<file path="src/hw/rtl/ilmq_pkg.sv">
// Package for the indexed linked message queue.
// Holds sizes, mode codes and the structs shared by the store, the sequencer and the top.
// Depends on nothing.
package ilmq_pkg;

   localparam int NUM_ENTRIES = 64;
   localparam int IDX_W       = $clog2(NUM_ENTRIES);
   localparam int PTR_W       = IDX_W + 1;
   localparam int MODE_W      = 2;

   typedef logic [IDX_W-1:0]  idx_type;
   typedef logic [PTR_W-1:0]  ptr_type;
   typedef logic [MODE_W-1:0] mode_type;

   localparam ptr_type NONE = ptr_type'(NUM_ENTRIES);

   localparam mode_type MODE_ENQ       = 2'd0;
   localparam mode_type MODE_REMOVE    = 2'd1;
   localparam mode_type MODE_FIND_SEND = 2'd2;
   localparam mode_type MODE_FIND_RECV = 2'd3;

   typedef struct packed {
      logic    clear_links;
      logic    prev_we;
      idx_type prev_addr;
      ptr_type prev_data;
      logic    next_we;
      idx_type next_addr;
      ptr_type next_data;
      logic    recv_we;
      idx_type recv_addr;
      ptr_type recv_data;
   } store_wr_type;

   typedef struct packed {
      ptr_type prev;
      ptr_type next;
      ptr_type recv;
   } store_rd_type;

   typedef struct packed {
      logic    found;
      ptr_type sender_id;
   } result_type;

endpackage

</file>
<file path="src/hw/rtl/ilmq_store.sv">
// Link and receiver storage: prev, next and receiver arrays with per-entry valid bits.
// One read address shared by all three arrays, with registered read data; depends on ilmq_pkg.
module ilmq_store (
   input  logic                  clock,
   input  logic                  reset,
   input  ilmq_pkg::idx_type     rd_addr,
   input  ilmq_pkg::store_wr_type wr,
   output ilmq_pkg::store_rd_type rd
);

   ilmq_pkg::ptr_type prev_mem [ilmq_pkg::NUM_ENTRIES];
   ilmq_pkg::ptr_type next_mem [ilmq_pkg::NUM_ENTRIES];
   ilmq_pkg::ptr_type recv_mem [ilmq_pkg::NUM_ENTRIES];

   logic [ilmq_pkg::NUM_ENTRIES-1:0] prev_vld_ff, prev_vld_in;
   logic [ilmq_pkg::NUM_ENTRIES-1:0] next_vld_ff, next_vld_in;
   logic [ilmq_pkg::NUM_ENTRIES-1:0] recv_vld_ff, recv_vld_in;

   ilmq_pkg::ptr_type prev_raw_ff, next_raw_ff, recv_raw_ff;
   logic              prev_hit_ff, next_hit_ff, recv_hit_ff;

   always_ff @(posedge clock) begin
      if (wr.prev_we) begin
         prev_mem[wr.prev_addr] <= wr.prev_data;
      end
      if (wr.next_we) begin
         next_mem[wr.next_addr] <= wr.next_data;
      end
      if (wr.recv_we) begin
         recv_mem[wr.recv_addr] <= wr.recv_data;
      end
      prev_raw_ff <= prev_mem[rd_addr];
      next_raw_ff <= next_mem[rd_addr];
      recv_raw_ff <= recv_mem[rd_addr];
   end

   // clearing the links drops the prev and next valid bits; an invalid entry reads as none
   always_comb begin
      prev_vld_in = prev_vld_ff;
      next_vld_in = next_vld_ff;
      recv_vld_in = recv_vld_ff;
      if (wr.clear_links) begin
         prev_vld_in = '0;
         next_vld_in = '0;
      end
      if (wr.prev_we) begin
         prev_vld_in[wr.prev_addr] = 1'b1;
      end
      if (wr.next_we) begin
         next_vld_in[wr.next_addr] = 1'b1;
      end
      if (wr.recv_we) begin
         recv_vld_in[wr.recv_addr] = 1'b1;
      end
   end

   always_ff @(posedge clock) begin
      if (reset) begin
         prev_vld_ff <= '0;
         next_vld_ff <= '0;
         recv_vld_ff <= '0;
         prev_hit_ff <= 1'b0;
         next_hit_ff <= 1'b0;
         recv_hit_ff <= 1'b0;
      end else begin
         prev_vld_ff <= prev_vld_in;
         next_vld_ff <= next_vld_in;
         recv_vld_ff <= recv_vld_in;
         prev_hit_ff <= prev_vld_ff[rd_addr];
         next_hit_ff <= next_vld_ff[rd_addr];
         recv_hit_ff <= recv_vld_ff[rd_addr];
      end
   end

   assign rd.prev = prev_hit_ff ? prev_raw_ff : ilmq_pkg::NONE;
   assign rd.next = next_hit_ff ? next_raw_ff : ilmq_pkg::NONE;
   assign rd.recv = recv_hit_ff ? recv_raw_ff : ilmq_pkg::NONE;

endmodule

</file>
<file path="src/hw/rtl/ilmq_seq.sv">
// Sequencer: enqueue, remove and list walk over the shared store, one store read a cycle.
// Keeps head and tail; depends on ilmq_pkg and drives ilmq_store.
module ilmq_seq (
   input  logic                   clock,
   input  logic                   reset,
   input  logic                   in_accept,
   input  ilmq_pkg::mode_type     in_mode,
   input  ilmq_pkg::idx_type      in_id,
   input  ilmq_pkg::ptr_type      in_receiver,
   output logic                   in_ready,
   input  logic                   out_free,
   output logic                   res_valid,
   output ilmq_pkg::result_type   res,
   output ilmq_pkg::idx_type      rd_addr,
   output ilmq_pkg::store_wr_type wr,
   input  ilmq_pkg::store_rd_type rd
);

   localparam logic [2:0] S_IDLE     = 3'd0;
   localparam logic [2:0] S_ENQ_CHK  = 3'd1;
   localparam logic [2:0] S_ENQ_LINK = 3'd2;
   localparam logic [2:0] S_REM_CHK  = 3'd3;
   localparam logic [2:0] S_REM_CLR  = 3'd4;
   localparam logic [2:0] S_WALK     = 3'd5;
   localparam logic [2:0] S_DONE     = 3'd6;

   logic [2:0]         state_ff, state_in;
   ilmq_pkg::mode_type mode_ff, mode_in;
   ilmq_pkg::idx_type  key_ff, key_in;
   ilmq_pkg::ptr_type  recv_ff, recv_in;
   ilmq_pkg::ptr_type  head_ff, head_in;
   ilmq_pkg::ptr_type  tail_ff, tail_in;
   ilmq_pkg::idx_type  cur_ff, cur_in;
   ilmq_pkg::idx_type  step_ff, step_in;
   logic               found_ff, found_in;
   ilmq_pkg::ptr_type  hit_ff, hit_in;

   ilmq_pkg::ptr_type  key_ptr;
   logic               queued;
   logic               match;

   assign key_ptr = ilmq_pkg::ptr_type'(key_ff);
   assign queued  = (rd.prev != ilmq_pkg::NONE) || (rd.next != ilmq_pkg::NONE) ||
                    (head_ff == key_ptr);
   assign match   = (mode_ff == ilmq_pkg::MODE_FIND_RECV) ? (rd.recv == key_ptr)
                                                          : (cur_ff == key_ff);

   assign in_ready      = (state_ff == S_IDLE);
   assign res_valid     = (state_ff == S_DONE);
   assign res.found     = found_ff;
   assign res.sender_id = hit_ff;

   always_comb begin
      state_in = state_ff;
      mode_in  = mode_ff;
      key_in   = key_ff;
      recv_in  = recv_ff;
      head_in  = head_ff;
      tail_in  = tail_ff;
      cur_in   = cur_ff;
      step_in  = step_ff;
      found_in = found_ff;
      hit_in   = hit_ff;
      rd_addr  = key_ff;
      wr       = '0;

      case (state_ff)
         S_IDLE: begin
            if (in_mode == ilmq_pkg::MODE_FIND_SEND || in_mode == ilmq_pkg::MODE_FIND_RECV) begin
               rd_addr = head_ff[ilmq_pkg::IDX_W-1:0];
            end else begin
               rd_addr = in_id;
            end
            if (in_accept) begin
               mode_in  = in_mode;
               key_in   = in_id;
               recv_in  = (in_receiver >= ilmq_pkg::NONE) ? ilmq_pkg::NONE : in_receiver;
               found_in = 1'b0;
               hit_in   = ilmq_pkg::NONE;
               cur_in   = head_ff[ilmq_pkg::IDX_W-1:0];
               step_in  = '0;
               case (in_mode)
                  ilmq_pkg::MODE_ENQ:    state_in = S_ENQ_CHK;
                  ilmq_pkg::MODE_REMOVE: state_in = S_REM_CHK;
                  default: begin
                     state_in = (head_ff == ilmq_pkg::NONE) ? S_DONE : S_WALK;
                  end
               endcase
            end
         end
         S_ENQ_CHK: begin
            wr.recv_we   = 1'b1;
            wr.recv_addr = key_ff;
            wr.recv_data = recv_ff;
            if (queued) begin
               state_in = S_DONE;
            end else begin
               wr.prev_we   = 1'b1;
               wr.prev_addr = key_ff;
               wr.prev_data = tail_ff;
               wr.next_we   = 1'b1;
               wr.next_addr = key_ff;
               wr.next_data = ilmq_pkg::NONE;
               if (tail_ff == ilmq_pkg::NONE) begin
                  head_in  = key_ptr;
                  tail_in  = key_ptr;
                  state_in = S_DONE;
               end else begin
                  state_in = S_ENQ_LINK;
               end
            end
         end
         S_ENQ_LINK: begin
            wr.next_we   = 1'b1;
            wr.next_addr = tail_ff[ilmq_pkg::IDX_W-1:0];
            wr.next_data = key_ptr;
            tail_in      = key_ptr;
            state_in     = S_DONE;
         end
         S_REM_CHK: begin
            if (rd.prev == ilmq_pkg::NONE && rd.next == ilmq_pkg::NONE) begin
               // lone head or not queued: the queue empties
               wr.clear_links = 1'b1;
               head_in        = ilmq_pkg::NONE;
               tail_in        = ilmq_pkg::NONE;
               state_in       = S_DONE;
            end else begin
               if (rd.prev == ilmq_pkg::NONE) begin
                  head_in = rd.next;
               end else begin
                  wr.next_we   = 1'b1;
                  wr.next_addr = rd.prev[ilmq_pkg::IDX_W-1:0];
                  wr.next_data = rd.next;
               end
               if (rd.next == ilmq_pkg::NONE) begin
                  tail_in = rd.prev;
               end else begin
                  wr.prev_we   = 1'b1;
                  wr.prev_addr = rd.next[ilmq_pkg::IDX_W-1:0];
                  wr.prev_data = rd.prev;
               end
               state_in = S_REM_CLR;
            end
         end
         S_REM_CLR: begin
            wr.prev_we   = 1'b1;
            wr.prev_addr = key_ff;
            wr.prev_data = ilmq_pkg::NONE;
            wr.next_we   = 1'b1;
            wr.next_addr = key_ff;
            wr.next_data = ilmq_pkg::NONE;
            state_in     = S_DONE;
         end
         S_WALK: begin
            // rd holds the entry at cur; the next entry is fetched meanwhile
            rd_addr = rd.next[ilmq_pkg::IDX_W-1:0];
            if (match) begin
               found_in = 1'b1;
               hit_in   = ilmq_pkg::ptr_type'(cur_ff);
               state_in = S_DONE;
            end else if (rd.next == ilmq_pkg::NONE ||
                         step_ff == ilmq_pkg::idx_type'(ilmq_pkg::NUM_ENTRIES - 1)) begin
               state_in = S_DONE;
            end else begin
               cur_in  = rd.next[ilmq_pkg::IDX_W-1:0];
               step_in = step_ff + 1'b1;
            end
         end
         S_DONE: begin
            if (out_free) begin
               state_in = S_IDLE;
            end
         end
         default: begin
            state_in = S_IDLE;
         end
      endcase
   end

   always_ff @(posedge clock) begin
      if (reset) begin
         state_ff <= S_IDLE;
         head_ff  <= ilmq_pkg::NONE;
         tail_ff  <= ilmq_pkg::NONE;
      end else begin
         state_ff <= state_in;
         head_ff  <= head_in;
         tail_ff  <= tail_in;
      end
   end

   always_ff @(posedge clock) begin
      mode_ff  <= mode_in;
      key_ff   <= key_in;
      recv_ff  <= recv_in;
      cur_ff   <= cur_in;
      step_ff  <= step_in;
      found_ff <= found_in;
      hit_ff   <= hit_in;
   end

endmodule

</file>
<file path="src/hw/rtl/indexed_linked_message_queue.sv">
// Top level of the indexed linked message queue: stream ports and the result register.
// Depends on ilmq_pkg, ilmq_store and ilmq_seq.
//
// Keeps a FIFO of pending senders as a doubly linked list over 64 sender ids. Each request
// beat gives exactly one response beat. Enqueue passes a check state, a link state if the id
// is new and the queue not empty, and a done state; remove a check state, a clear state unless
// the queue empties, and done; a search walks at most 64 entries, reading one entry a cycle
// through the single read port of the link store. The block takes no request while one is in
// progress; a finished response waits in its own register, so the next request may be
// accepted before it is taken. Sender ids are returned on 7 bits, with 64 meaning none.
// Removing a sender that is not queued, or the only queued sender, empties the queue.
module indexed_linked_message_queue (
   input  logic        clock,
   input  logic        reset,
   input  logic        req_tvalid,
   output logic        req_tready,
   input  logic [15:0] req_tdata,   // mode[1:0], id[7:2], receiver[14:8], zero[15]
   output logic        rsp_tvalid,
   input  logic        rsp_tready,
   output logic [7:0]  rsp_tdata    // found[0], sender_id[7:1]
);

   logic                   in_accept;
   logic                   out_free;
   logic                   res_valid;
   ilmq_pkg::result_type   res;
   ilmq_pkg::idx_type      rd_addr;
   ilmq_pkg::store_wr_type wr;
   ilmq_pkg::store_rd_type rd;

   logic                   rsp_valid_ff;
   ilmq_pkg::result_type   rsp_data_ff;

   assign in_accept = req_tvalid && req_tready;
   assign out_free  = !rsp_valid_ff || rsp_tready;

   ilmq_store u_store (
      .clock   (clock),
      .reset   (reset),
      .rd_addr (rd_addr),
      .wr      (wr),
      .rd      (rd)
   );

   ilmq_seq u_seq (
      .clock       (clock),
      .reset       (reset),
      .in_accept   (in_accept),
      .in_mode     (req_tdata[1:0]),
      .in_id       (req_tdata[7:2]),
      .in_receiver (req_tdata[14:8]),
      .in_ready    (req_tready),
      .out_free    (out_free),
      .res_valid   (res_valid),
      .res         (res),
      .rd_addr     (rd_addr),
      .wr          (wr),
      .rd          (rd)
   );

   always_ff @(posedge clock) begin
      if (reset) begin
         rsp_valid_ff <= 1'b0;
      end else if (out_free) begin
         rsp_valid_ff <= res_valid;
      end
   end

   always_ff @(posedge clock) begin
      if (out_free && res_valid) begin
         rsp_data_ff <= res;
      end
   end

   assign rsp_tvalid = rsp_valid_ff;
   assign rsp_tdata  = {rsp_data_ff.sender_id, rsp_data_ff.found};

endmodule

</file>
<file path="config.mk">
export PLATFORM = sky130hd
export DESIGN_NAME = indexed_linked_message_queue
export DESIGN_NICKNAME = d
export VERILOG_FILES = /design/src/hw/rtl/ilmq_pkg.sv /design/src/hw/rtl/ilmq_store.sv /design/src/hw/rtl/ilmq_seq.sv /design/src/hw/rtl/indexed_linked_message_queue.sv
export SDC_FILE = /design/constraint.sdc
export NUM_CORES = 2
export LEC_CHECK = 0
export BUFFER_PORTS_ARGS = -buffer_cell sky130_fd_sc_hd__buf_2
export CAP_MARGIN = 20
export CORE_ASPECT_RATIO = 0.8
export CORE_MARGIN = 2
export CORE_UTILIZATION = 45
export CTS_BUF_LIST = sky130_fd_sc_hd__clkbuf_2 sky130_fd_sc_hd__clkbuf_4 sky130_fd_sc_hd__clkbuf_8
export DETAILED_ROUTE_END_ITERATION = 6
export GPL_ROUTABILITY_DRIVEN = 0
export SYNTH_ARGS = -nofsm -noshare
export SYNTH_HDL_FRONTEND = slang
export SYNTH_HIERARCHICAL = 1
export SYNTH_SLANG_ARGS = --single-unit
</file>
<file path="constraint.sdc">
create_clock -name clock -period 3.7 [get_ports clock]
set_input_delay 0.37 -clock clock [delete_from_list [all_inputs] [get_ports clock]]
set_output_delay 0.37 -clock clock [all_outputs]
set_load 0.05 [all_outputs]
</file>
==> metrics.md <==
| Metric | Value |
|---|---|
| Top-area cell type share of the netlist area | 0.656 |
| Post-Syn Instances | 3546 |
| Final setup fails | 0 |
| P&R area growth vs syn | 17.7% |
| Arr. time, crit path | 4.30 ns |
| Top cells by area, synth | edfxtp_1, mux4_2, dfxtp_1 |
| Initial antenna violation count | 6 |
| Antenna-violating nets left | 0 |
| Fin cells | 6198 |
| Clock power frac | 0.272 |
| Critical path, cell by cell | and2_1 -> or4b_4 -> or4_4 -> a2111oi_4 -> or2_4 -> buf_4 -> o21bai_1 -> buf_4 -> nand4_1 -> buf_4 -> buf_6 -> nor2_1 -> buf_6 |
| Max IR drop VDD | 0.634 mV |
| R2r setup slk | 0.06 ns |
| Gr usage total | 0.228 |
| Final worst slack | 0.0563 ns |
| 1st-iter DRT viols | 3775 |
| DP HPWL | 107000 um |
| Fin Setup TNS | 0 ns |
| Worst Hold Class | primary input to flop |
| Hold_sp | req_tdata[2] |
| Initial Util | 0.452 |
| Ports | 30 |
| Largest net degree at the start of global routing | 81 |
| Nets | 4122 |
| Post-Route WL | 165000 um |
| Die ar. | 0.144 mm2 |
| Final worst-path cycle share | 0.985 |
| Fin crit period | 3.64 ns |
| Clock Pin Slew Worst Setup and Hold Paths | 0.06 ns |
| Drt first pass iters | 5 |
| Max Fanout on Critical Path | 8 |
| Layout fillers | 11229 |
| CP Data Required Time | 4.35 ns |
| Number of synthesized register bits | 1621 |
| Power Density | 744 mW/mm2 |
| Later-pin clock latency in the skew report | 0.98 ns |
| Vias | 35512 |
| Layout cells sized above 1 | 0.333 |
| Final slew viol count | 0 |
| Commonest cells in the netlist | edfxtp_1, nor2_1, mux4_2 |
| Crit. End Element | flop |
| Cell variety after synth | 76 |
| Grt total ovfl | 0 |
| Die X | 424 um |
| H-tree depth | 4 |
| Syn Area/Cell | 17.9 um2 |
| Crit path max-delay family | simple AND/OR/NAND/NOR gates |
| Pleak | 24.5 nW |
| Post-synth top area cell | edfxtp_1 |
| Worst R2R Start | u_store/next_hit_ff |
| Count leader, synth | edfxtp_1 |
| Post-synthesis sequential area ratio | 0.730 |
| Clk buf depth | 3 |
| Hold_ws | 0.177 ns |
| Sequential power share | 0.386 |
| CTS sink cnt | 1621 |
| Syn_nets | 3567 |
| Sw frac | 0.332 |
| Cells after DPL | 5701 |
| Max cap viols | 0 |
| CTS Root Cell | clkbuf_8 |
| First-pass GRT wire length | 240000 um |
| Vias in the first global route | 35187 |
| Worst reg2reg endpoint | u_store/next_mem[23][0] |
| Power share of the combinational group | 0.342 |
| Slew @ Worst Pin | 1.08 ns |
| Hold EP | u_seq/key_ff[0] |
| Switch Pwr | 18.5 mW |
| YS warnings | 6 |
| Die H | 340 um |
| Critical Path Max Stage Delay | 0.54 ns |
| Vias per Instance | 5.73 |
| EDFF count, synth | 1387 |
| # port buffers | 28 |
| Total power | 55.6 mW |
| Ys async rst share | 0 |
| Int Power | 37.1 mW |
| Routed WL per cell | 26.7 um |
| Row cnt | 123 |
| Storage cell area | 0.0463 mm2 |
| Place WS | -0.154 ns |
| Hold Violations, Final | 0 |
| Cell with the most instances on the worst path | buf_4 |
| Main synth FF type | edfxtp_1 |
| CTS tree | yes |
| Worst path slowest cell | or4b_4 |
| DRC | 0 |
| Worst setup path class | flop to flop |
| Core area | 0.140 mm2 |
| Logic depth of the worst path, buffers included | 13 |
| Slew HR | 0.278 |
| Buf/Inv on CP | 5 |
| R2R depth | 13 |
| Area occupied by multi-input gates | 0.0163 mm2 |
| Fmax | 274 MHz |
| Post-synthesis cell area | 0.0635 mm2 |
| CTS buffer count | 240 |
| Status | complete, no violations |
| Hold-critical path depth | 2 |
| Clock skew | 0.0548 ns |
| CP Launch Type | flop |
==> power groups by stage <==
stage	Combinational [mW]	Sequential (mW)	Clock, mW
global placement	18.3	21.8	0
finish	19.0	21.5	15.1
CTS	18.5	21.5	15.4
detailed placement	18.4	21.8	0
floorplan	11.0	21.8	0
global route	20.0	21.5	16.2
==> final cells by class <==
type | instances | area share
flip-flops and latches | 1621 | 0.620
multi-input cells | 1699 | 0.219
repair buffers | 524 | 0.0604
clock buffers | 371 | 0.0598
well taps | 1875 | 0.0314
clock inverters | 88 | 0.00846
inverters | 15 | 0.000837
diodes | 5 | 0.000167
==> registers in the layout, indices dropped and copies added, names as in the netlist, 3 cells and up <==
register	count
u_seq/hit_ff	7
u_seq/tail_ff	7
rsp_tdata	8
u_store/prev_raw_ff	7
u_seq/recv_ff	7
u_store/next_raw_ff	7
u_seq/key_ff	6
u_seq/head_ff	7
u_seq/cur_ff	6
u_store/recv_vld_ff	64
u_store/next_vld_ff	64
u_seq/state_ff	3
u_seq/step_ff	6
u_store/prev_mem	448
u_store/recv_mem	448
u_store/recv_raw_ff	7
u_store/next_mem	448
u_store/prev_vld_ff	64
==> routing by layer <==
layer,global-route usage,vias to the layer above,routed length [um]
met3,0.0706,214,16900
met5,0.00490,-,121
met4,0.0638,6,3190
li1,-,15273,-
met1,0.340,18448,73200
met2,0.324,1571,72000
==> kinds of logic after synthesis <==
logic type,synth area share
XOR/XNOR,0.00179
flip-flops,0.730
buffers and inverters,0.0179
AO/OA/AOI/OAI,0.0442
AND/OR/NAND/NOR,0.0576
adder cells (fa/ha/maj),0.000197
multiplexers,0.148
==> per-stage QoR <==
step | util | area [um2]
finish | 0.532 | 74700
global route | 0.532 | 74700
CTS | 0.529 | 74300
detailed placement | 0.491 | 68900
global placement | 0.491 | 68900
floorplan | - | 63500
==> cells in the final DEF, fill, tap and decap left out, types with 13 or more instances in the layout <==
cell type,instances
nand3_1,24
a21oi_1,121
o22ai_1,65
nand2_1,110
dfxtp_1,231
a21o_1,31
a22o_1,13
clkbuf_4,102
nor2_2,18
mux4_2,376
clkbuf_8,270
a211oi_1,22
mux2_2,15
buf_6,14
clkinv_2,24
edfxtp_1,1387
nor2b_1,54
buf_2,27
nor3_1,17
buf_12,34
nor2_1,438
a22oi_1,36
nand2b_1,14
buf_4,423
mux2i_1,60
and2_1,27
dlygate4sd3_1,18
clkinv_1,43
==> timing repair <==
action,CTS,global route
endpoints found under the setup margin,255,999
hold buffers,18,0
gates cloned,0,3
pin swaps,3,3
endpoints found under the hold margin,88,0
resized for setup,13,68
setup buffers,3,9
==> worst max path at each step <==
stage | to | from | slack [ns]
finish | u_store/next_mem[23][0] | u_store/next_hit_ff | 0.06
global route | u_store/next_vld_ff[23] | u_store/next_hit_ff | -0.06
CTS | u_store/prev_mem[23][1] | u_store/prev_hit_ff | -0.0006
detailed placement | u_store/prev_mem[3][3] | u_store/prev_hit_ff | -0.15
global placement | u_store/prev_mem[3][5] | u_store/prev_hit_ff | -0.18
floorplan | u_store/next_mem[15][0] | u_store/next_hit_ff | -0.13
==> worst reg2reg max path, stage by stage, from the launching register on <==
cell       delay, ns
dfxtp_2         0.34
and2_1          0.15
or4b_4          0.54
or4_4           0.45
a2111oi_4       0.35
or2_4           0.22
buf_4           0.11
o21bai_1        0.18
buf_4           0.21
nand4_1         0.09
buf_4           0.19
buf_6           0.14
nor2_1          0.16
buf_6           0.18
Power figures use the tool's default switching activity.
